==> src/hdl/rcpm_pkg.sv <==
// ----------------------------------------------------------------------------
// rcpm_pkg
// Shared types, codes and constants for the RC pulse to motor drive block.
// ----------------------------------------------------------------------------
package rcpm_pkg;

    localparam int unsigned WidthW = 16;
    localparam int unsigned DutyW  = 8;
    localparam int unsigned DirW   = 2;
    localparam int unsigned CfgIdxW = 3;
    localparam int unsigned CfgDataW = 16;

    localparam logic [DirW-1:0] DIR_STOP    = 2'd0;
    localparam logic [DirW-1:0] DIR_FORWARD = 2'd1;
    localparam logic [DirW-1:0] DIR_REVERSE = 2'd2;

    localparam logic [CfgIdxW-1:0] CFG_REVERSE_THRESHOLD = 3'd0;
    localparam logic [CfgIdxW-1:0] CFG_FORWARD_THRESHOLD = 3'd1;
    localparam logic [CfgIdxW-1:0] CFG_DUTY_MIN          = 3'd2;
    localparam logic [CfgIdxW-1:0] CFG_DUTY_MAX          = 3'd3;
    localparam logic [CfgIdxW-1:0] CFG_TIMEOUT_US        = 3'd4;

    localparam logic [WidthW-1:0] RESET_REVERSE_THRESHOLD = 16'd1450;
    localparam logic [WidthW-1:0] RESET_FORWARD_THRESHOLD = 16'd1550;
    localparam logic [DutyW-1:0]  RESET_DUTY_MIN          = 8'd60;
    localparam logic [DutyW-1:0]  RESET_DUTY_MAX          = 8'd100;
    localparam logic [WidthW-1:0] RESET_TIMEOUT_US        = 16'd20000;

    // Product of a 16-bit width offset and an 8-bit duty span
    localparam int unsigned ProdW = WidthW + DutyW;
    // Division by 450: halve, then multiply by ceil(2^31 / 225) and shift
    localparam int unsigned RecipW     = 24;
    localparam int unsigned RecipShift = 31;
    localparam logic [RecipW-1:0] RECIP_225 = 24'd9544372;
    localparam int unsigned RecipProdW = (ProdW - 1) + RecipW;

    typedef struct packed {
        logic [DirW-1:0]   dir;
        logic [WidthW-1:0] width;
        logic [WidthW-1:0] offset;
    } meas_t;

    typedef struct packed {
        logic [DirW-1:0]   dir;
        logic [WidthW-1:0] width;
        logic              neg;
        logic [WidthW-1:0] quot;
    } scaled_t;

endpackage

==> src/hdl/rcpm_measure.sv <==
// ----------------------------------------------------------------------------
// rcpm_measure
// Edge wait and pulse-width counter; classifies each finished pulse.
// ----------------------------------------------------------------------------
module rcpm_measure (
    input  logic                      clk,
    input  logic                      rst_n,
    input  logic                      accept,
    input  logic                      adv,
    input  logic                      level,
    input  logic [rcpm_pkg::WidthW-1:0] reverse_threshold,
    input  logic [rcpm_pkg::WidthW-1:0] forward_threshold,
    input  logic [rcpm_pkg::WidthW-1:0] timeout_us,
    output rcpm_pkg::meas_t           meas,
    output logic                      meas_valid
);
    import rcpm_pkg::*;

    logic              measuring_reg;
    logic              measuring_next;
    logic [WidthW-1:0] tick_reg;
    logic [WidthW-1:0] tick_next;
    logic [WidthW-1:0] base;
    logic [WidthW:0]   inc;
    logic              limit_hit;
    logic              fin;
    logic [WidthW-1:0] width;
    meas_t             meas_c;
    meas_t             meas_reg;
    logic              meas_valid_reg;

    always_comb
    begin
        base           = (!measuring_reg && level) ? '0 : tick_reg;
        inc            = {1'b0, base} + {{WidthW{1'b0}}, 1'b1};
        limit_hit      = inc >= {1'b0, timeout_us};
        measuring_next = measuring_reg;
        tick_next      = tick_reg;
        fin            = 1'b0;
        width          = '0;
        if (!measuring_reg && !level)
        begin
            if (limit_hit)
            begin
                measuring_next = 1'b1;
                tick_next      = '0;
            end
            else
            begin
                tick_next = inc[WidthW-1:0];
            end
        end
        else if (level)
        begin
            if (limit_hit)
            begin
                fin   = 1'b1;
                width = timeout_us;
            end
            else
            begin
                measuring_next = 1'b1;
                tick_next      = inc[WidthW-1:0];
            end
        end
        else
        begin
            fin   = 1'b1;
            width = (tick_reg < timeout_us) ? tick_reg : timeout_us;
        end
        if (fin)
        begin
            measuring_next = 1'b0;
            tick_next      = '0;
        end
    end

    always_comb
    begin
        meas_c.width = width;
        if (width < reverse_threshold)
        begin
            meas_c.dir    = DIR_REVERSE;
            meas_c.offset = reverse_threshold - width;
        end
        else if (width > forward_threshold)
        begin
            meas_c.dir    = DIR_FORWARD;
            meas_c.offset = width - forward_threshold;
        end
        else
        begin
            meas_c.dir    = DIR_STOP;
            meas_c.offset = '0;
        end
    end

    always_ff @(posedge clk or negedge rst_n)
    begin
        if (!rst_n)
        begin
            measuring_reg  <= 1'b0;
            tick_reg       <= '0;
            meas_valid_reg <= 1'b0;
        end
        else
        begin
            if (accept)
            begin
                measuring_reg <= measuring_next;
                tick_reg      <= tick_next;
            end
            if (adv)
            begin
                meas_valid_reg <= accept && fin;
            end
        end
    end

    always_ff @(posedge clk)
    begin
        if (adv)
        begin
            meas_reg <= meas_c;
        end
    end

    assign meas       = meas_reg;
    assign meas_valid = meas_valid_reg;

endmodule

==> src/hdl/rcpm_scale.sv <==
// ----------------------------------------------------------------------------
// rcpm_scale
// Two-stage duty scaling: offset times duty span, then division by 450.
// ----------------------------------------------------------------------------
module rcpm_scale (
    input  logic                       clk,
    input  logic                       rst_n,
    input  logic                       adv,
    input  rcpm_pkg::meas_t            meas,
    input  logic                       meas_valid,
    input  logic [rcpm_pkg::DutyW-1:0] duty_min,
    input  logic [rcpm_pkg::DutyW-1:0] duty_max,
    output rcpm_pkg::scaled_t          scaled,
    output logic                       scaled_valid
);
    import rcpm_pkg::*;

    logic [DutyW:0]      span;
    logic                span_neg;
    logic [DutyW-1:0]    span_mag;
    logic [ProdW-1:0]    prod;
    logic [ProdW-1:0]    prod_reg;
    logic                neg_reg;
    meas_t               meas_reg;
    logic                prod_valid_reg;
    logic [RecipProdW-1:0] recip_prod;
    scaled_t             scaled_c;
    scaled_t             scaled_reg;
    logic                scaled_valid_reg;

    always_comb
    begin
        span     = {1'b0, duty_max} - {1'b0, duty_min};
        span_neg = span[DutyW];
        span_mag = span_neg ? DutyW'(-span) : span[DutyW-1:0];
        prod     = {{DutyW{1'b0}}, meas.offset} * {{WidthW{1'b0}}, span_mag};
    end

    always_comb
    begin
        recip_prod = {{RecipW{1'b0}}, prod_reg[ProdW-1:1]}
                   * {{(ProdW-1){1'b0}}, RECIP_225};
        scaled_c.dir   = meas_reg.dir;
        scaled_c.width = meas_reg.width;
        scaled_c.neg   = neg_reg;
        scaled_c.quot  = recip_prod[RecipShift +: WidthW];
    end

    always_ff @(posedge clk or negedge rst_n)
    begin
        if (!rst_n)
        begin
            prod_valid_reg   <= 1'b0;
            scaled_valid_reg <= 1'b0;
        end
        else if (adv)
        begin
            prod_valid_reg   <= meas_valid;
            scaled_valid_reg <= prod_valid_reg;
        end
    end

    always_ff @(posedge clk)
    begin
        if (adv)
        begin
            prod_reg   <= prod;
            neg_reg    <= span_neg;
            meas_reg   <= meas;
            scaled_reg <= scaled_c;
        end
    end

    assign scaled       = scaled_reg;
    assign scaled_valid = scaled_valid_reg;

endmodule

==> src/hdl/rcpm_output.sv <==
// ----------------------------------------------------------------------------
// rcpm_output
// Offset and clamp of the scaled duty, held duty over stop, result register.
// ----------------------------------------------------------------------------
module rcpm_output (
    input  logic                        clk,
    input  logic                        rst_n,
    input  logic                        adv,
    input  rcpm_pkg::scaled_t           scaled,
    input  logic                        scaled_valid,
    input  logic [rcpm_pkg::DutyW-1:0]  duty_min,
    input  logic [rcpm_pkg::DutyW-1:0]  duty_max,
    output logic                        out_valid,
    output logic [rcpm_pkg::DirW-1:0]   direction,
    output logic [rcpm_pkg::DutyW-1:0]  duty,
    output logic [rcpm_pkg::WidthW-1:0] pulse_us
);
    import rcpm_pkg::*;

    localparam int unsigned SumW = WidthW + 2;

    logic signed [SumW-1:0] quot_s;
    logic signed [SumW-1:0] level_s;
    logic [DutyW-1:0]       clamped;
    logic [DutyW-1:0]       duty_next;
    logic [DutyW-1:0]       held_duty_reg;
    logic                   out_valid_reg;
    logic [DirW-1:0]        direction_reg;
    logic [DutyW-1:0]       duty_reg;
    logic [WidthW-1:0]      pulse_us_reg;

    always_comb
    begin
        quot_s  = $signed({2'b00, scaled.quot});
        if (scaled.neg)
        begin
            quot_s = -quot_s;
        end
        level_s = quot_s + $signed({{(SumW-DutyW){1'b0}}, duty_min});
        if (level_s < 0)
        begin
            clamped = '0;
        end
        else if (level_s > $signed({{(SumW-DutyW){1'b0}}, duty_max}))
        begin
            clamped = duty_max;
        end
        else
        begin
            clamped = level_s[DutyW-1:0];
        end
        duty_next = (scaled.dir == DIR_STOP) ? held_duty_reg : clamped;
    end

    always_ff @(posedge clk or negedge rst_n)
    begin
        if (!rst_n)
        begin
            out_valid_reg <= 1'b0;
            held_duty_reg <= '0;
        end
        else if (adv)
        begin
            out_valid_reg <= scaled_valid;
            if (scaled_valid)
            begin
                held_duty_reg <= duty_next;
            end
        end
    end

    always_ff @(posedge clk)
    begin
        if (adv)
        begin
            direction_reg <= scaled.dir;
            duty_reg      <= duty_next;
            pulse_us_reg  <= scaled.width;
        end
    end

    assign out_valid = out_valid_reg;
    assign direction = direction_reg;
    assign duty      = duty_reg;
    assign pulse_us  = pulse_us_reg;

endmodule

==> src/hdl/rc_pulse_to_motor_drive.sv <==
// Result path: the tick that ends the pulse passes the measure, product,
// quotient and output registers. Throughput: one tick per cycle; the four-stage
// pipeline advances together and holds only while a result waits at the output.
// Reset: clears the pipeline, the edge/measure state and the held duty, and
// loads the configuration registers with their default values.
// ----------------------------------------------------------------------------
// rc_pulse_to_motor_drive
// RC receiver pulse width to H-bridge direction and PWM duty.
// ----------------------------------------------------------------------------
module rc_pulse_to_motor_drive (
    input  logic                          clk,
    input  logic                          rst_n,
    input  logic                          cfg_valid,
    output logic                          cfg_ready,
    input  logic [rcpm_pkg::CfgIdxW-1:0]  cfg_index,
    input  logic [rcpm_pkg::CfgDataW-1:0] cfg_data,
    input  logic                          in_valid,
    output logic                          in_ready,
    input  logic                          receiver_level,
    output logic                          out_valid,
    input  logic                          out_ready,
    output logic [rcpm_pkg::DirW-1:0]     direction,
    output logic [rcpm_pkg::DutyW-1:0]    duty,
    output logic [rcpm_pkg::WidthW-1:0]   pulse_us
);
    import rcpm_pkg::*;

    logic [WidthW-1:0] reverse_threshold_reg;
    logic [WidthW-1:0] forward_threshold_reg;
    logic [DutyW-1:0]  duty_min_reg;
    logic [DutyW-1:0]  duty_max_reg;
    logic [WidthW-1:0] timeout_us_reg;
    logic              adv;
    logic              accept;
    meas_t             meas;
    logic              meas_valid;
    scaled_t           scaled;
    logic              scaled_valid;

    assign cfg_ready = 1'b1;
    assign adv       = !out_valid || out_ready;
    assign in_ready  = adv;
    assign accept    = in_valid && adv;

    always_ff @(posedge clk or negedge rst_n)
    begin
        if (!rst_n)
        begin
            reverse_threshold_reg <= RESET_REVERSE_THRESHOLD;
            forward_threshold_reg <= RESET_FORWARD_THRESHOLD;
            duty_min_reg          <= RESET_DUTY_MIN;
            duty_max_reg          <= RESET_DUTY_MAX;
            timeout_us_reg        <= RESET_TIMEOUT_US;
        end
        else if (cfg_valid && cfg_ready)
        begin
            case (cfg_index)
                CFG_REVERSE_THRESHOLD: reverse_threshold_reg <= cfg_data;
                CFG_FORWARD_THRESHOLD: forward_threshold_reg <= cfg_data;
                CFG_DUTY_MIN:          duty_min_reg          <= cfg_data[DutyW-1:0];
                CFG_DUTY_MAX:          duty_max_reg          <= cfg_data[DutyW-1:0];
                CFG_TIMEOUT_US:        timeout_us_reg        <= cfg_data;
                default: ;
            endcase
        end
    end

    rcpm_measure u_measure (
        .clk               (clk),
        .rst_n             (rst_n),
        .accept            (accept),
        .adv               (adv),
        .level             (receiver_level),
        .reverse_threshold (reverse_threshold_reg),
        .forward_threshold (forward_threshold_reg),
        .timeout_us        (timeout_us_reg),
        .meas              (meas),
        .meas_valid        (meas_valid)
    );

    rcpm_scale u_scale (
        .clk          (clk),
        .rst_n        (rst_n),
        .adv          (adv),
        .meas         (meas),
        .meas_valid   (meas_valid),
        .duty_min     (duty_min_reg),
        .duty_max     (duty_max_reg),
        .scaled       (scaled),
        .scaled_valid (scaled_valid)
    );

    rcpm_output u_output (
        .clk          (clk),
        .rst_n        (rst_n),
        .adv          (adv),
        .scaled       (scaled),
        .scaled_valid (scaled_valid),
        .duty_min     (duty_min_reg),
        .duty_max     (duty_max_reg),
        .out_valid    (out_valid),
        .direction    (direction),
        .duty         (duty),
        .pulse_us     (pulse_us)
    );

    a_ready_low_only_on_held_result: assert property (
        @(posedge clk) disable iff (!rst_n)
        !in_ready |-> out_valid
    ) else $error("input stalled without a pending result");

    a_drive_duty_in_range: assert property (
        @(posedge clk) disable iff (!rst_n)
        out_valid && direction != DIR_STOP |-> duty <= duty_max_reg
    ) else $error("drive duty above full scale");

    a_pulse_capped: assert property (
        @(posedge clk) disable iff (!rst_n)
        out_valid |-> pulse_us <= timeout_us_reg
    ) else $error("pulse width above timeout");

    a_stop_holds_duty: assert property (
        @(posedge clk) disable iff (!rst_n)
        out_valid && out_ready ##1 out_valid && direction == DIR_STOP
        |-> duty == $past(duty)
    ) else $error("stop result changed the held duty");

endmodule

==> config.mk <==
export PLATFORM = sky130hd
export DESIGN_NAME = rc_pulse_to_motor_drive
export DESIGN_NICKNAME = d
export VERILOG_FILES = /design/src/hdl/rcpm_pkg.sv /design/src/hdl/rcpm_measure.sv /design/src/hdl/rcpm_scale.sv /design/src/hdl/rcpm_output.sv /design/src/hdl/rc_pulse_to_motor_drive.sv
export SDC_FILE = /design/constraint.sdc
export NUM_CORES = 1
export LEC_CHECK = 0
export BUFFER_PORTS_ARGS = -buffer_cell sky130_fd_sc_hd__buf_2
export CORE_AREA = 3 3 290 292
export DETAILED_ROUTE_END_ITERATION = 7
export DIE_AREA = 0 0 293 295
export REMOVE_ABC_BUFFERS = 1
export SLEW_MARGIN = 20
export SYNTH_ARGS = -nofsm -noshare
export SYNTH_HDL_FRONTEND = slang
export SYNTH_HIERARCHICAL = 1
export SYNTH_SLANG_ARGS = --single-unit
==> constraint.sdc <==
create_clock -name clk -period 6.6 [get_ports clk]
set_clock_uncertainty 0.05 [all_clocks]
set_input_delay 0.66 -clock clk [delete_from_list [all_inputs] [get_ports clk]]
set_output_delay 0.66 -clock clk [all_outputs]
set_load 0.03 [all_outputs]
==> impl_metrics.csv <==
group,metric,value,unit
status,status,"finished with violations",
status,violations,"setup timing",
setup_path,reg2reg_to,"u_scale/prod_reg[22]",
clock_tree,cts.path.max_buffers,3,
layout,fin_area,28700,µm²
logic_synthesis,synthFlopType,"edfxtp_1",
sta,clock.fmax,147,MHz
grt,grt_pass1_wl,92.6,mm
setup_path,slowest_stage,"fa_2",
sta,fin_crit,6800,ps
detailed_routing,drt_pass1_iterations,4,
logic_synthesis,synth_top_area_share,19.0,%
setup_path,reg2reg_slack,-200,ps
layout,largest_reg_flops,35,
floorplanning,die_y,295,µm
layout,fin_util,35.0,%
sta,setup_viol,8,
floorplanning,die_w,293,µm
logic_synthesis,synthDistinctLibCells,94,
floorplanning,dieArea,86400,µm²
placement,dp_hpwl,46.8,mm
logic_synthesis,synthArstFlopShare,40.4,%
layout,layout_common_cells,"393 x inv_1, 361 x ha_1, 225 x fa_1",
sta,rsz0062_at_grt,"true",
sta,setup_ws,-205,ps
grt,grt_pass1_vias,17400,
layout,diodes,0,
logic_synthesis,synth-edff-count,137,
setup_path,reg2reg_from,"duty_max_reg[0]",
floorplanning,num_rows,105,
setup_path,startpoint,"duty_max_reg[0]",
placement,place.gp.congestion,0.909,
sta,slew_violations,0,
grt,antenna_found_initial,3,
min_path,hold_path.class,"input pin to asynchronous set/reset pin",
detailed_routing,via_per_inst,4.67,
logic_synthesis,synth.avg_cell_area,10.5,µm²
setup_path,endpoint,"u_scale/prod_reg[22]",
detailed_routing,wire_per_inst,15.8,µm
logic_synthesis,synth_seq_cells,230,
logic_synthesis,yosys-top-cells-area,"fa_1 19%, ha_1 19%, edfxtp_1 17%, dfrtp_1 7.2%, inv_1 6.1%",
layout,nFillCells,8204,
setup_path,worst_ep_required_time,6870,ps
layout,area_growth,17.1,%
floorplanning,start_util,29.9,%
sta,fin_crit_sh,103,%
clock_tree,cts_tree,"built",
clock_tree,clock-root-buffer,"clkbuf_16",
logic_synthesis,synth.cell_area,24500,µm²
detailed_routing,drc,0,
setup_path,path_class,"flop to flop",
sta,maxSlewHeadroom,28.9,%
setup_path,max_stage_delay,610,ps
floorplanning,ioPinCount,54,
grt,grt_use_total,13.2,%
setup_path,r2r_cells,33,
layout,fin_nets,3169,
placement,place_area,27000,µm²
setup_path,cp_common_cell,"buf_4",
grt,grt_max_degree,62,
setup_path,crit_path_start_kind,"flop",
placement,io_buffers,52,
flow_run,cap_violations,0,
layout,layout_commonest_cell,"inv_1",
detailed_routing,num_vias,17000,
logic_synthesis,yosysWarnings,6,
sta,final_hold_viol_count,0,
setup_path,arrival,7070,ps
clock_tree,clk_latency,570,ps
logic_synthesis,synthDominantAreaCellType,"fa_1",
setup_path,crit_path_end_kind,"flop",
layout,layout-drive-gt1-share,17.8,%
clock_tree,numCtsBuffers,29,
logic_synthesis,synthCells,2324,
sta,tightest_slew,1060,ps
detailed_routing,finalWirelength,57.3,mm
clock_tree,cts_sinks,230,
detailed_routing,initialDrtViolationCount,850,
grt,overflow,0,
setup_path,cp_max_fo,7,
sta,final.setup.tns,-1110,ps
detailed_routing,ant_nets,0,
clock_tree,clkTransAtPathRegs,60,ps
floorplanning,core,81800,µm²
logic_synthesis,synth.yosys.seq_area_share,26.4,%
clock_tree,cts_htree_levels,1,
## cell type report
type | count | area [µm²] | share of cell area [%]
flip-flops and latches | 230 | 6470 | 22.6
inverters | 399 | 1500 | 5.23
repair buffers | 236 | 1750 | 6.09
clock inverters | 17 | 279 | 0.974
clock buffers | 37 | 776 | 2.71
well taps | 1070 | 1340 | 4.67
multi-input cells | 1648 | 16500 | 57.7
## synthesized netlist by cell type (33+ instances only)
cell type	instances
inv_1	399
ha_1	368
fa_1	232
edfxtp_1	137
nand2_1	125
a21oi_1	78
o21ai_0	77
nor2_1	74
dfrtp_1	70
mux2_2	67
xnor2_1	67
and2_1	53
nor2b_1	48
a21o_1	37
nand3_1	35
nand2b_1	33
## metal layers
metal	wire, µm	track usage (%)	vias up	share of wire [%]
met3	2030	1.77	66	3.5
met2	27600	22.8	220	48
met4	1050	2.72	0	1.8
li1	-	-	8384	-
met5	0	0	-	0
met1	26700	17.8	8320	47
## per-stage QoR
step,hold slack (ps),setup slack [ps],instances
after CTS,22.6,-207,3620
after detailed placement,355,-550,3557
after floorplan,314,-421,2277
after global routing,48.5,-530,3637
after global placement,350,-434,3557
final,32.1,-205,3637
## worst max-delay path, delay by kind of cell, from the launching register on
kind / cells / cell delay [ps]
adders and majority gates: 7 / 2850
AOI/OAI and AO/OA: 12 / 1530
buffers and inverters: 10 / 1090
and+or+nand+nor: 3 / 480
DFF: 1 / 370
xor gates and xnor gates: 1 / 150
## worst min-delay path by stage
| stage | from | to | slack (ps) | depth (start not counted) |
|---|---|---|---|---|
| 5_1_grt | rst_n | timeout_us_reg[7] | 50 | 1 |
| 3_5_place_dp | u_scale/scaled[29] | u_output/pulse_us[12] | 350 | 0 |
| 6_report | rst_n | u_measure/tick_reg[12] | 30 | 1 |
| 4_1_cts | rst_n | forward_threshold_reg[4] | 20 | 1 |
| 2_1_floorplan | rst_n | duty_max_reg[0] | 310 | 0 |
| 3_3_place_gp | u_scale/meas_reg[32] | u_scale/scaled[33] | 350 | 0 |
## logic make-up (layout without fill, tap and decap cells)
logic type | Yosys count | in the layout | synth area share, %
muxes | 85 | 85 | 3.84
AOI/OAI and AO/OA | 399 | 399 | 11.1
adders and majority gates | 600 | 600 | 37.8
other | 1 | 1 | 0.0153
buffers and inverters | 446 | 689 | 7.27
and+or+nand+nor | 466 | 466 | 10.1
xor gates and xnor gates | 97 | 97 | 3.47
DFF | 230 | 230 | 26.4
## repair_timing
item                       4_1_cts  5_1_grt
hold endpoints to repair         0        0
hold buffers                     0        0
resized for setup               24       61
gates cloned                     0        1
pin swaps                       27       42
setup endpoints to repair       10       26
buffers inserted                 9       17
Power is not shown: default switching activity piles up to over one toggle a cycle in this logic, so the estimate is an artifact.
